===== config.mk =====
export PLATFORM = sky130hd
export DESIGN_NAME = mipc_queue
export DESIGN_NICKNAME = d
export VERILOG_FILES = /design/src/rtl/mipc_pkg.sv /design/src/rtl/mipc_queue.sv
export SDC_FILE = /design/constraint.sdc
export NUM_CORES = 1
export LEC_CHECK = 0
export BUFFER_PORTS_ARGS = -buffer_cell sky130_fd_sc_hd__buf_2
export CAP_MARGIN = 20
export CORE_ASPECT_RATIO = 0.8
export CORE_UTILIZATION = 40
export DETAILED_ROUTE_END_ITERATION = 6
export REMOVE_ABC_BUFFERS = 1
export SLEW_MARGIN = 20
export SYNTH_ARGS = -nofsm -noshare
export SYNTH_HDL_FRONTEND = slang
export SYNTH_SLANG_ARGS = --single-unit

===== constraint.sdc =====
create_clock -name clk -period 3.1 [get_ports clk]
set_input_delay 0.62 -clock clk [delete_from_list [all_inputs] [get_ports clk]]
set_output_delay 0.62 -clock clk [all_outputs]
set_load 0.01 [all_outputs]

===== src/rtl/mipc_pkg.sv =====
`default_nettype none

package mipc_pkg;

  // Field widths fixed by the interface
  localparam int unsigned CH_W     = 3;
  localparam int unsigned VAL_W    = 16;
  localparam int unsigned ERR_W    = VAL_W + 1;
  localparam int unsigned PROD_W   = VAL_W + 1 + ERR_W;
  localparam int unsigned CFG_IDX_W = 3;

  // Depth of the queue between front and back
  localparam int unsigned QUEUE_DEPTH = 2;

  // Register indexes on the configuration port
  localparam logic [CFG_IDX_W-1:0] REG_GAIN_SUM      = 3'd0;
  localparam logic [CFG_IDX_W-1:0] REG_GAIN_PROP     = 3'd1;
  localparam logic [CFG_IDX_W-1:0] REG_OFF_THRESHOLD = 3'd2;
  localparam logic [CFG_IDX_W-1:0] REG_OUTPUT_LIMIT  = 3'd3;
  localparam logic [CFG_IDX_W-1:0] REG_FIXED_CHANNEL = 3'd4;
  localparam logic [CFG_IDX_W-1:0] REG_FIXED_VALUE   = 3'd5;

  // Register values after reset
  localparam logic [VAL_W-1:0] RST_GAIN_SUM      = 16'd4096;
  localparam logic [VAL_W-1:0] RST_GAIN_PROP     = 16'd1229;
  localparam logic [VAL_W-1:0] RST_OFF_THRESHOLD = 16'd410;
  localparam logic [VAL_W-1:0] RST_OUTPUT_LIMIT  = 16'd3000;
  localparam logic [CH_W-1:0]  RST_FIXED_CHANNEL = 3'd6;
  localparam logic [VAL_W-1:0] RST_FIXED_VALUE   = 16'd5000;

  // How an update is carried out
  typedef enum logic [1:0] {
    KIND_ZERO  = 2'd0,
    KIND_FIXED = 2'd1,
    KIND_REG   = 2'd2
  } kind_t;

  typedef struct packed {
    logic [VAL_W-1:0] gain_sum;
    logic [VAL_W-1:0] gain_prop;
    logic [VAL_W-1:0] off_threshold;
    logic [VAL_W-1:0] output_limit;
    logic [CH_W-1:0]  fixed_channel;
    logic [VAL_W-1:0] fixed_value;
  } cfg_t;

  typedef struct packed {
    logic [CH_W-1:0]         ch;
    kind_t                   kind;
    logic signed [ERR_W-1:0] err;
  } item_t;

endpackage

`default_nettype wire


===== src/rtl/mipc_queue.sv =====
`default_nettype none

module mipc_queue (
  input  wire logic            clk,
  input  wire logic            rst_n,
  input  wire logic            push,
  input  wire mipc_pkg::item_t push_item,
  output logic                 push_ready,
  output logic                 pop_valid,
  output mipc_pkg::item_t      pop_item,
  input  wire logic            pop
);

  localparam int unsigned DEPTH = mipc_pkg::QUEUE_DEPTH;
  localparam int unsigned PTR_W = (DEPTH > 1) ? $clog2(DEPTH) : 1;
  localparam int unsigned CNT_W = $clog2(DEPTH + 1);

  mipc_pkg::item_t  slot_r [DEPTH];
  logic [PTR_W-1:0] wr_ptr_r;
  logic [PTR_W-1:0] rd_ptr_r;
  logic [CNT_W-1:0] cnt_r;
  logic [PTR_W-1:0] wr_ptr_nxt;
  logic [PTR_W-1:0] rd_ptr_nxt;

  assign push_ready = (cnt_r != CNT_W'(DEPTH));
  assign pop_valid  = (cnt_r != '0);
  assign pop_item   = slot_r[rd_ptr_r];

  // Wrap the pointers at the depth
  assign wr_ptr_nxt = (32'(wr_ptr_r) == DEPTH - 1) ? '0 : wr_ptr_r + 1'b1;
  assign rd_ptr_nxt = (32'(rd_ptr_r) == DEPTH - 1) ? '0 : rd_ptr_r + 1'b1;

  always_ff @(posedge clk) begin
    if (!rst_n) begin
      wr_ptr_r <= '0;
      rd_ptr_r <= '0;
      cnt_r    <= '0;
    end else begin
      if (push) begin
        wr_ptr_r <= wr_ptr_nxt;
      end
      if (pop) begin
        rd_ptr_r <= rd_ptr_nxt;
      end
      if (push && !pop) begin
        cnt_r <= cnt_r + 1'b1;
      end else if (pop && !push) begin
        cnt_r <= cnt_r - 1'b1;
      end
    end
  end

  always_ff @(posedge clk) begin
    if (push) begin
      slot_r[wr_ptr_r] <= push_item;
    end
  end

endmodule

`default_nettype wire


==> results summary <==
The run finished with clean final reports. The fraction of final layout cells sized beyond drive strength 1 is 0.4122. The number of rows in the core area is 21.

The startpoint of the tightest hold check path is push_item[15]. Counting instances, the worst hold path has a depth of 1. The type of element launching the critical path is a flip-flop. The top cell types in the final layout, fill and taps aside, are buf_2 (49), edfxtp_1 (44), mux2_1 (20).

The H-tree depth reported by CTS came out at 2. The combinational power share is 0.107. The relative area change from synthesis to final layout came out at 24.36%.

The number of global-route vias before repair came out at 932. The tightest slew margin relative to the limit came out at 0.5011. Setup repair after global routing left no endpoint under its margin.

met2 is the most crowded layer. The final-report max-slew violation count came out at 0. After layout, the minimum clock period comes to 2.372 ns. The required time of the worst setup path came out at 2.48 ns. The data arrival time at the worst-slack endpoint is 1.75 ns. The number of ports placed on the die boundary is 50.

In the final design database the tool counted 174 nets. For this run, global-route usage on met1 was measured as 0.1376. For this design the static power due to leakage is 0.8578 nW. The met2 track demand over resource is 0.2143. The post-CTS setup repair buffer count came out at 0.

CTS saw slightly below 50 sinks. The HPWL after detailed placement is 1956 um. For hold timing, the worst endpoint is slot_r[0][15]$_DFFE_PP_. Traced cell by cell, the critical path runs through buf_4, mux2_1, buf_2. The critical path buffer and inverter count came out at 2. Fill cells in the final layout number 359. The initial antenna violation count is 0. The sequential cell fraction of total power is 0.574. The first-pass detailed-route iteration total is 6. The horizontal extent of the die came out at between 70 and 80 um.

The mean instance size in the synthesized netlist came out at 19.98 um^2. The via-per-instance ratio came out at 4.702. The final hold slack is 0.5052 ns. The transition time of the tightest slew-check pin is 0.7450 ns. The global placement routability congestion came out at 0.6221. The maximum clock skew at final layout came out at 0.005514 ns.

Yosys printed 0 warnings. Across all register-to-register paths, the minimum setup slack is ~1.6 ns. The worst register-to-register path ends at slot_r[0][17]$_DFFE_PP_. The switching power as a share of total power came out at 0.2099.

The TritonCTS clock tree is done. The startpoint-to-endpoint class of the critical path is flip-flop to output pin. The number of buffers between clock root and the deepest sink is 2. The part of the power in the clock network came out at 0.320. The highest net fanout along the worst path came out at 12. The internal power of the cells totals 1.069 mW. The largest net degree at the start of global routing is 15. The placeable core region is approximately 4300 um^2. The final routed wire length divided by cell count is 13.56 um. The cell type of the slowest stage on the worst timing path is dfxtp_1. The count of maximum capacitance violations is 0. The flop and latch count out of synthesis is 49. The first routing iteration left 38 violations. The die area is 4769 um^2. The met3 track utilization from global routing came out at 0.04380. After detailed routing, the number of remaining DRC violations is 0. The multi-input gate area in the final layout came out at 365.4 um^2. The worst-skew pair later-pin latency came out at 0.30 ns. In the synthesized netlist, the number of instances is 90.

The number of diodes is 0. In this run the critical register-to-register path is launched from wr_ptr_r$_SDFFE_PN0P_. For this design the ratio of total power to cell area is between 600 and 700 nW/um^2.

The fraction of the yosys area taken by sequential cells is 0.7905. The number of failing hold endpoints at the final stage is 0. The post-synthesis cell type count came out at 17. Once the clock tree was built, the resizer swapped 0 gates to a different size.

The initial standard-cell utilization of the core came out at 0.4224. The area of the mapped netlist is 1798 um^2. The count of cells along the worst register-to-register path came out at 2. The top achievable clock speed is 421.7 MHz.

Setup violations remaining at the end of the flow were counted as 0. The summed negative setup slack over all endpoints came out at 0 ns. The library cell used most frequently in the layout, excluding fill and tap cells, is buf_2. The vertical extent of the die came out at 61.97 um. The critical path endpoint category is an output pin. The total routed wirelength came out at between 2000 and 3000 um. The cell sitting at the root of the clock tree is a clkbuf_8. The final antenna-violating net count came out at 0. The clock buffer count from CTS is 5.

The count of buffers inserted at the top-level ports came out at 49. The maximum VDD drop is 0.0003292 V. Registers take about 1400 um^2. The final critical-path share of the clock period is 0.7650. Among cell families on the critical path, the largest total delay comes from flip-flops.

The number of vias in the routed layout is 964. The clock edge transition at the registers on the reported setup and hold paths came out at about 0.08 ns. The overflow left after global routing came out at 0. The min-delay analysis places its worst path in the category input port to flip-flop. The wire length of the first global-routing pass came out at 4222 um.

The total global-route track usage came out at 0.1259. The switching power of the nets came out at 284.0 uW. In this run, post-CTS hold repair placed 0 buffers.

The critical path's largest stage delay is about 0.65 ns.
-- how the worst max path moves through the flow --
stage          depth (start not counted)                     end  startpoint  slack, ns
2_1_floorplan                          1  slot_r[0][0]$_DFFE_PP_        push       1.02
4_1_cts                                3             pop_item[9]   flip-flop       0.69
6_report                               3             pop_item[9]   flip-flop       0.73
3_3_place_gp                           3            pop_item[17]   flip-flop       1.08
5_1_grt                                3             pop_item[1]   flip-flop       0.61
3_5_place_dp                           3             pop_item[9]   flip-flop       1.04
-- Yosys cell counts --
cell / instances / area (um^2)
edfxtp_1: 44 / 1321
mux2_1: 20 / 225.2
dfxtp_1: 5 / 100.1
and2_1: 4 / 25.02
buf_2: 2 / 10.01
mux2_2: 2 / 22.52
nor2b_1: 2 / 12.51
xor2_1: 2 / 17.52
a21boi_1: 1 / 7.510
ha_1: 1 / 12.51
inv_1: 1 / 3.750
nand2b_1: 1 / 6.260
o21a_1: 1 / 7.510
o21ai_0: 1 / 5.000
or2_1: 1 / 6.260
or3_1: 1 / 6.260
xnor2_1: 1 / 8.760
-- flip-flops by register name, indices dropped and copies added (netlist names), named ones only --
name / flops
slot_r: 44
cnt_r: 2
rd_ptr_r: 1
wr_ptr_r: 1
-- layer usage --
metal | wire length (um) | part of all wire | up-vias
li1 | - | - | 456
met1 | 1195 | 0.43 | 466
met2 | 1322 | 0.48 | 35
met3 | 194 | 0.070 | 7
met4 | 65 | 0.023 | 0
met5 | 0 | 0 | -
-- power by group through the flow --
stage	clock network [mW]	logic (mW)	registers (mW)
6_report	0.432	0.145	0.776
5_1_grt	0.465	0.160	0.781
4_1_cts	0.440	0.148	0.777
3_5_place_dp	0	0.147	0.792
3_3_place_gp	0	0.143	0.790
2_1_floorplan	0	0.0760	0.791
-- layout make-up --
class / count / share of cell area
well taps: 57 / 0.03190
clock inverters: 2 / 0.01511
clock buffers: 6 / 0.03246
multi-input cells: 38 / 0.1634
inverters: 1 / 0.001679
repair buffers: 52 / 0.1198
flip-flops and latches: 49 / 0.6357
-- through the flow --
stage | util | cell area [um^2] | power [mW] | cells | worst slack [ns]
2_1_floorplan | - | 1788 | 0.8665 | 88 | 1.024
3_3_place_gp | 0.5003 | 2130 | 0.9326 | 197 | 1.078
3_5_place_dp | 0.5003 | 2130 | 0.9387 | 197 | 1.035
4_1_cts | 0.5253 | 2236 | 1.365 | 205 | 0.6949
5_1_grt | 0.5253 | 2236 | 1.405 | 205 | 0.6113
6_report | 0.5253 | 2236 | 1.353 | 205 | 0.7284
-- worst register-to-register path: stages, from the launching register on --
cell and delay, ns:
dfxtp_1 0.32, nor2b_2 0.60, buf_4 0.31
-- kinds of logic (layout without fill, tap and decap cells) --
family / after synthesis / after routing / share of synthesized area
adder cells (fa/ha/maj): 1 / 1 / 0.006958
AO/OA/AOI/OAI: 3 / 3 / 0.01113
multiplexers: 22 / 22 / 0.1378
AND/OR/NAND/NOR: 9 / 9 / 0.03132
XOR/XNOR: 3 / 3 / 0.01462
buffers and inverters: 3 / 61 / 0.007653
flip-flops: 49 / 49 / 0.7905
Power figures use the tool's default switching activity.
