==> src/rtl/mipc_pkg.sv <==
`default_nettype none

package mipc_pkg;

  // Field widths fixed by the interface
  localparam int unsigned CH_W     = 3;
  localparam int unsigned VAL_W    = 16;
  localparam int unsigned ERR_W    = VAL_W + 1;
  localparam int unsigned PROD_W   = VAL_W + 1 + ERR_W;
  localparam int unsigned CFG_IDX_W = 3;

  // Depth of the queue between front and back
  localparam int unsigned QUEUE_DEPTH = 2;

  // Register indexes on the configuration port
  localparam logic [CFG_IDX_W-1:0] REG_GAIN_SUM      = 3'd0;
  localparam logic [CFG_IDX_W-1:0] REG_GAIN_PROP     = 3'd1;
  localparam logic [CFG_IDX_W-1:0] REG_OFF_THRESHOLD = 3'd2;
  localparam logic [CFG_IDX_W-1:0] REG_OUTPUT_LIMIT  = 3'd3;
  localparam logic [CFG_IDX_W-1:0] REG_FIXED_CHANNEL = 3'd4;
  localparam logic [CFG_IDX_W-1:0] REG_FIXED_VALUE   = 3'd5;

  // Register values after reset
  localparam logic [VAL_W-1:0] RST_GAIN_SUM      = 16'd4096;
  localparam logic [VAL_W-1:0] RST_GAIN_PROP     = 16'd1229;
  localparam logic [VAL_W-1:0] RST_OFF_THRESHOLD = 16'd410;
  localparam logic [VAL_W-1:0] RST_OUTPUT_LIMIT  = 16'd3000;
  localparam logic [CH_W-1:0]  RST_FIXED_CHANNEL = 3'd6;
  localparam logic [VAL_W-1:0] RST_FIXED_VALUE   = 16'd5000;

  // How an update is carried out
  typedef enum logic [1:0] {
    KIND_ZERO  = 2'd0,
    KIND_FIXED = 2'd1,
    KIND_REG   = 2'd2
  } kind_t;

  typedef struct packed {
    logic [VAL_W-1:0] gain_sum;
    logic [VAL_W-1:0] gain_prop;
    logic [VAL_W-1:0] off_threshold;
    logic [VAL_W-1:0] output_limit;
    logic [CH_W-1:0]  fixed_channel;
    logic [VAL_W-1:0] fixed_value;
  } cfg_t;

  typedef struct packed {
    logic [CH_W-1:0]         ch;
    kind_t                   kind;
    logic signed [ERR_W-1:0] err;
  } item_t;

endpackage

`default_nettype wire

==> src/rtl/mipc_front.sv <==
`default_nettype none

module mipc_front #(
  parameter int unsigned CHANNELS = 8
) (
  input  wire logic                           clk,
  input  wire logic                           rst_n,
  input  wire mipc_pkg::cfg_t                 cfg,
  input  wire logic                           in_valid,
  output logic                                in_ready,
  input  wire logic [mipc_pkg::CH_W-1:0]      in_channel,
  input  wire logic [mipc_pkg::VAL_W-1:0]     in_setpoint,
  input  wire logic [mipc_pkg::VAL_W-1:0]     in_measurement,
  output logic                                push,
  output mipc_pkg::item_t                     push_item,
  input  wire logic                           push_ready
);

  logic            f_v_r;
  mipc_pkg::item_t f_item_r;
  mipc_pkg::item_t f_item_nxt;
  logic            accept;
  logic            ch_ok;

  // Hold the classified item until the queue takes it
  assign push      = f_v_r && push_ready;
  assign push_item = f_item_r;
  assign in_ready  = !f_v_r || push_ready;
  assign accept    = in_valid && in_ready;

  // Classify the update and form the error
  assign ch_ok = (32'(in_channel) < CHANNELS);

  always_comb begin
    f_item_nxt.ch  = in_channel;
    f_item_nxt.err = $signed({1'b0, in_setpoint}) - $signed({1'b0, in_measurement});
    if (!ch_ok || (in_setpoint < cfg.off_threshold)) begin
      f_item_nxt.kind = mipc_pkg::KIND_ZERO;
    end else if (in_channel == cfg.fixed_channel) begin
      f_item_nxt.kind = mipc_pkg::KIND_FIXED;
    end else begin
      f_item_nxt.kind = mipc_pkg::KIND_REG;
    end
  end

  always_ff @(posedge clk) begin
    if (!rst_n) begin
      f_v_r <= 1'b0;
    end else if (accept) begin
      f_v_r <= 1'b1;
    end else if (push) begin
      f_v_r <= 1'b0;
    end
  end

  always_ff @(posedge clk) begin
    if (accept) begin
      f_item_r <= f_item_nxt;
    end
  end

endmodule

`default_nettype wire

==> config.mk <==
export PLATFORM = sky130hd
export DESIGN_NAME = mipc_front
export DESIGN_NICKNAME = d
export VERILOG_FILES = /design/src/rtl/mipc_pkg.sv /design/src/rtl/mipc_front.sv
export SDC_FILE = /design/constraint.sdc
export NUM_CORES = 1
export LEC_CHECK = 0
export ABC_CLOCK_PERIOD_IN_PS = 2840
export BUFFER_PORTS_ARGS = -buffer_cell sky130_fd_sc_hd__buf_2
export CORE_MARGIN = 2
export CORE_UTILIZATION = 28
export DETAILED_ROUTE_END_ITERATION = 10
export GPL_TIMING_DRIVEN = 0
export PLACE_DENSITY = 0.64
export SETUP_SLACK_MARGIN = 0.4
export SLEW_MARGIN = 20
export SYNTH_ARGS = -nofsm -noshare
export SYNTH_HDL_FRONTEND = slang
export SYNTH_SLANG_ARGS = --single-unit
==> constraint.sdc <==
create_clock -name clk -period 2.84 [get_ports clk]
set_clock_uncertainty 0.15 [all_clocks]
set_input_delay 0.284 -clock clk [delete_from_list [all_inputs] [get_ports clk]]
set_output_delay 0.284 -clock clk [all_outputs]
set_load 0.03 [all_outputs]
==> reports/metrics.cfg, run 1 <==
[outcome]
status = complete, no violations

[pwr]
p_int_uw = 692
p_leak_nw = 1.34
power_switching_uw = 355
p_seq_share_pct = 41.2
switching_share_pct = 33.9
power_density_nw_per_um2 = 399
p_clk_share_pct = 18.4
ir_drop_uv = 137
p_comb_share_pct = 40.4
report.power.total_mw = 1.05

[worst_hold_path]
min_delay_path_depth = 1
hp-start = in_channel[0]
min_path_type = in -> reg
whs_endpoint = push_item[19]

[placement]
io_buffers = 81
place_congestion = 0.798
dp_slack_ns = 0.321
place_area_um2 = 2580
placedCellCount = 400
dp_hpwl_um = 4110

[critical_path]
worst-path-max-fanout = 4
rrSetupSlack_ns = 1.16
crit_chain = buf_2 -> inv_1 -> ha_1 -> fa_1 -> nor2b_4 -> o31a_1 -> o31ai_1 -> o311ai_0 -> xor2_1
cp_top_family = compound AO/OA/AOI/OAI gates
r2r_cells = 2
r2r-start = f_v_r
max_stage_delay_ns = 0.44
cp-start-kind = input port
r2r-end = push_item[20]
path_buf_inv = 2
path_class = in -> reg
cp.arrival_ns = 2.11
critPathRequiredTime_ns = 2.67
cp_slowest_cell = fa_1
cp-end-kind = flop

[final_layout]
drive_gt1_share_pct = 28.2
instances_no_fill = 404
fillCellCount = 743
ff_latch_area_um2 = 681
postLayoutCoreUtil_pct = 36.6
area_growth_pct = 28.0
antennaDiodeCount = 0
nNetsFinal = 460
multiInputGateArea_um2 = 1200
design_area_um2 = 2630

[clock_tree]
htreeDepth = 1
worstSkewPairLatency_ns = 0.25
cts_sinks = 23
clockBufferDepth = 2
clk_pin_slew_worst_paths_ns = 0.07
cts_resized = 0
post_cts_buffers = 0
root_buffer = clkbuf_8
ctsHoldBuffers = 0
cts_tree = yes
numCtsBuffers = 3

[routing]
drc_errors = 0
avgRoutedWirePerCell_um = 11.7
drt.antenna.violating_nets = 0
avgViaCountPerCell = 4.47
drt-pass1-iter-count = 4
drt_iter0_markers = 111
vias = 1805
drt-total-wl_um = 4740

[global_routing]
met3_usage_pct = 1.46
grt_pass1_wl_um = 7390
grtUsageTotal_pct = 11.5
met1_usage_pct = 15.0
grt_use_met2_pct = 19.5
overflow = 0
grt_pass1_vias = 1740
antenna_found_initial = 0
grt_busiest_layer = met2
grt_max_degree = 23

[sta]
worst_pin_slew_ns = 0.932
period_share_pct = 80.3
relSlewSlack_pct = 37.9
rsz0062_at_grt = false
slew_viol_final = 0
finalHoldViolations = 0
timing.final.ws_setup_ns = 0.559
fin_tns_setup_ns = 0
fin_crit_ns = 2.28
setup_viol = 0
max_clock_freq_mhz = 438
hold_ws_ns = 0.0767

[die]
die_h_um = 89.6
initial_core_util_pct = 28.6
rows = 31
die_area_um2 = 8020
coreArea_um2 = 7180
io_pins = 146
die_w_um = 89.6

[synth]
ys_seq_area_share_pct = 33.2
synth_seq_cells = 23
synth_cells = 220
synth-edff-count = 22
yosysWarnings = 0
synth_fp_nets = 374
synth_area_um2 = 2050
ys_types = 42
async_flop_share_pct = 0
syn_avg_cell_area_um2 = 9.32
synthFlopType = edfxtp_1

[run]
cap_viol_max_count = 0

==> layout make-up <==
type / instances / area share (%)
tap: 99 / 4.72
buffer: 2 / 0.286
inverter: 44 / 6.29
multi-input combinational: 151 / 45.6
timing repair buffer: 81 / 15.4
sequential: 23 / 25.9
clock buffer: 4 / 1.72
==> worst max-delay path by stage <==
stage	start	end	depth (start not counted)
2_1_floorplan	in_setpoint[0]	push_item[10]	8
3_3_place_gp	in_setpoint[0]	push_item[10]	9
3_5_place_dp	in_setpoint[0]	push_item[10]	9
4_1_cts	in_setpoint[0]	push_item[10]	9
5_1_grt	in_setpoint[0]	push_item[10]	9
6_report	in_setpoint[0]	push_item[10]	9
==> state kept, by name (all words and copies together) (netlist names) <==
name / count
f_v_r: 1
push_item: 22
==> worst register-to-register path: cells and delay by family (launching register included) <==
kind	cells	cell delay [ns]
flops	1	0.31
simple gates	2	0.84
==> power by group through the flow <==
stage / Clock (mW) / Combinational (mW) / Sequential [mW]
final: 0.193 / 0.423 / 0.431
after global routing: 0.213 / 0.473 / 0.435
after CTS: 0.203 / 0.426 / 0.432
after detailed placement: 0 / 0.423 / 0.440
after global placement: 0 / 0.414 / 0.439
after floorplan: 0 / 0.219 / 0.513
==> per-layer routing <==
| metal | wire (um) | vias to the layer above | share of wire [%] |
|---|---|---|---|
| li1 | - | 965 | - |
| met1 | 2160 | 794 | 46 |
| met2 | 2300 | 42 | 48 |
| met3 | 240 | 4 | 5.1 |
| met4 | 41 | 0 | 0.87 |
| met5 | 0 | - | 0 |
==> cell families (layout without fill, tap and decap cells) <==
family          count (synthesis)  in the layout  synth area share, %
xor+xnor                       12             12                 5.13
simple gates                   45             45                 12.6
flops                          23             23                 33.2
compound gates                 61             61                 20.3
buf+inv                        46            131                 8.42
fa+ha+maj                      32             32                 19.9
mux                             1              1                0.488
==> layout by cell type, fill, tap and decap left out, types with 7 or more instances in the layout <==
cell type / instances
buf_2: 81
inv_1: 44
ha_1: 31
edfxtp_1: 22
a21oi_1: 11
o21ai_0: 10
nor2_1: 9
a21o_1: 7
xnor2_1: 7
==> cells in the mapped netlist (all sizes together), types with 3 or more instances <==
master  count  share of area (%)
inv        44                8.1
ha         31                 19
edfxtp     22                 32
a21oi      11                2.7
o21ai      10                2.4
nor2        9                1.6
a21o        7                2.6
xnor2       7                3.0
a31oi       6                1.8
nand2       6                1.1
o21a        6                2.2
nor2b       5                1.9
xor2        5                2.1
a211o       4                1.7
nand2b      4                1.2
nand4       4                1.2
and2        3               0.92
and3        3               0.92
and4        3                1.3
(Power assumes the default switching activity.)
==> run 2: changes to the inputs <==
- ABC_AREA: unset -> 1
- ABC_CLOCK_PERIOD_IN_PS: 2840 -> 2400
- PLACE_DENSITY: 0.64 -> 0.63
- clock period: 2.84 -> 2.4 ns (I/O delays scaled with it)
==> run 2 against run 1 <==
Design area increased by 0.91%. Utilization rose by 0.33 points. Cell count is 11% higher. Sequential power rose by 18%. Combinational power is 14% higher. Clock power grew 18%. Power up 17%. Via count increased by 3.7%. Synthesized cell count is 21% higher. Critical path type unchanged. Largest cell class unchanged.
==> reports/metrics.cfg, run 2 <==
[outcome]
status = complete, no violations

[sta]
slew_viol_final = 0  ; unchanged
finalHoldViolations = 0  ; unchanged
relSlewSlack_pct = 55.9  ; +18 points
rsz0062_at_grt = false
worst_pin_slew_ns = 0.660  ; -0.272 ns
setup_viol = 0  ; unchanged
max_clock_freq_mhz = 570
hold_ws_ns = 0.0372  ; -0.0395 ns
period_share_pct = 73.1
fin_crit_ns = 1.75
timing.final.ws_setup_ns = 0.646  ; +0.0866 ns

[synth]
netlist.area_leader.share_pct = 32.0  ; -0.20 points
synth_area_um2 = 2060  ; +0.61%
synth_fp_nets = 420  ; +12%
async_flop_share_pct = 0  ; unchanged
synth-edff-count = 22  ; unchanged
synth_seq_cells = 23  ; unchanged
synthFlopType = edfxtp_1
ys_types = 23  ; -45%
yosysWarnings = 0  ; unchanged
netlist_top_cells_area = edfxtp_1, ha_1, nand2_1, inv_1, a21oi_1
ys_seq_area_share_pct = 33.0  ; -0.20 points
yosysMostFrequentCell = nand2_1
syn_avg_cell_area_um2 = 7.76  ; -17%
synth_cells = 266  ; +21%
synth.largest_area_cell = edfxtp_1
synth.top_cells.by_count = nand2_1, inv_1, ha_1

[critical_path]
path_class = in -> reg
cp.arrival_ns = 1.61  ; -0.50 ns
cpMostUsedCell = nand2_1
worst-path-max-fanout = 3  ; -1
max_stage_delay_ns = 0.43  ; about the same
r2r_cells = 1  ; -1
r2r-start = f_v_r
startpoint = in_setpoint[0]
critPathRequiredTime_ns = 2.26  ; -0.41 ns
crit_chain = buf_2 -> inv_1 -> ha_1 -> fa_1 -> o21ai_2 -> nand2_1 -> nand2_1 -> nand2_1 -> nand2_1 -> a21boi_1
rrSetupSlack_ns = 0.98  ; -0.18 ns
cp-start-kind = input port
cp-end-kind = flop
r2r-end = push_item[21]
cp_slowest_cell = fa_1

[die]
die_w_um = 89.8  ; +0.29%
die_area_um2 = 8070  ; +0.58%
io_pins = 146  ; unchanged
die_h_um = 89.8  ; +0.29%
coreArea_um2 = 7180  ; unchanged
initial_core_util_pct = 28.8  ; +0.17 points
rows = 31  ; unchanged

[final_layout]
nNetsFinal = 506  ; +10%
antennaDiodeCount = 0  ; unchanged
drive_gt1_share_pct = 27.6  ; -0.56 points
final_cell_mix = buf_2, nand2_1, inv_1
largest_reg_flops = 22  ; unchanged
layout_commonest_cell = buf_2
postLayoutCoreUtil_pct = 36.9  ; +0.33 points
instances_no_fill = 450  ; +11%
area_growth_pct = 28.4

[clock_tree]
cts_tree = yes
clk_pin_slew_worst_paths_ns = 0.07  ; about the same
htreeDepth = 1  ; unchanged
root_buffer = clkbuf_8
ctsHoldBuffers = 0  ; unchanged
numCtsBuffers = 3  ; unchanged
worstSkewPairLatency_ns = 0.26  ; about the same
clockBufferDepth = 2  ; unchanged
cts_sinks = 23  ; unchanged
cts_resized = 0  ; unchanged
post_cts_buffers = 0  ; unchanged

[routing]
drc_errors = 0  ; unchanged
vias = 1872  ; +3.7%
avgViaCountPerCell = 4.16  ; -6.9%
drt-pass1-iter-count = 4  ; unchanged
drt.antenna.violating_nets = 0  ; unchanged
drt-total-wl_um = 4480  ; -5.4%
drt_iter0_markers = 31  ; -72%
avgRoutedWirePerCell_um = 9.96  ; -15%

[placement]
place_congestion = 0.793  ; -0.70%
dp_slack_ns = 0.347  ; +0.0255 ns
dp_hpwl_um = 4010  ; -2.3%
io_buffers = 81  ; unchanged
placedCellCount = 446  ; +12%

[worst_hold_path]
whs_endpoint = push_item[20]
hp-start = in_channel[1]
min_path_type = in -> reg
min_delay_path_depth = 1  ; unchanged

[pwr]
ir_drop_uv = 149  ; +9.0%
p_leak_nw = 1.49  ; +12%
power_density_nw_per_um2 = 461  ; +15%

[global_routing]
overflow = 0  ; unchanged
grt_pass1_wl_um = 7690  ; +4.0%
antenna_found_initial = 0  ; unchanged
grtUsageTotal_pct = 11.3  ; -0.22 points
grt_pass1_vias = 1813  ; +4.2%
grt_max_degree = 23  ; unchanged

[run]
cap_viol_max_count = 0  ; unchanged

-- run 2: cell types whose count changed in the layout (fill, tap and decap cells not counted), sizes merged, moves of 4 or more --
cell,before,now
a211o,4,0
a21o,7,2
a21oi,11,23
a31oi,6,0
inv,44,59
nand2,6,72
nand2b,4,0
nand3,2,13
nor2,9,16
nor2b,5,0
o21a,6,0
o21ai,10,5
o21bai,0,4
-- run 2: logic make-up after synthesis --
group,share of synthesized area [%]
AND/OR/NAND/NOR,21.9
buffers and inverters,10.7
AO/OA/AOI/OAI,10.4
adder cells (fa/ha/maj),19.8
flip-flops,33.0
XOR/XNOR,4.24
-- run 2: worst max-delay path by stage --
stage | end | cells after the start
5_1_grt | push_item[16] | 10
2_1_floorplan | push_item[0] | 1
6_report | push_item[16] | 10
3_3_place_gp | push_item[1] | 3
3_5_place_dp | push_item[16] | 10
4_1_cts | push_item[16] | 10
-- run 2: worst max-delay path: cells and delay by family --
kind,cells,cell delay (ns)
AO/OA/AOI/OAI,2,0.27
adder cells (fa/ha/maj),2,0.66
AND/OR/NAND/NOR,4,0.34
buffers and inverters,2,0.11
-- run 2: report_power, final --
group | total, mW | switching [mW] | internal (mW)
Clock | 0.228 | 0.110 | 0.118
Combinational | 0.484 | 0.307 | 0.177
Sequential | 0.508 | 0.00938 | 0.498
-- run 2: stage by stage --
stage / power (mW) / instance area (um2) / setup TNS (ns)
2_1_floorplan: 0.855 / 2060 / 0
3_3_place_gp: 0.998 / 2590 / -1.01
3_5_place_dp: 1.01 / 2600 / 0
4_1_cts: 1.24 / 2650 / 0
5_1_grt: 1.31 / 2650 / 0
6_report: 1.22 / 2650 / 0
-- run 2: routing by layer --
metal / share of wire, % / vias up / track usage [%]
met5: 0 / - / 0
met4: 1.4 / 0 / 3.85
met3: 3.4 / 6 / 1.01
met1: 49 / 802 / 15.0
met2: 46 / 43 / 19.5
li1: - / 1021 / -
-- run 2: final cells by class --
class | count | area [um2]
clock buffer | 4 | 45.0
fill | 759 | 4530
inverter | 59 | 221
multi-input combinational | 184 | 1170
sequential | 23 | 681
tap | 99 | 124
timing repair buffer | 81 | 405
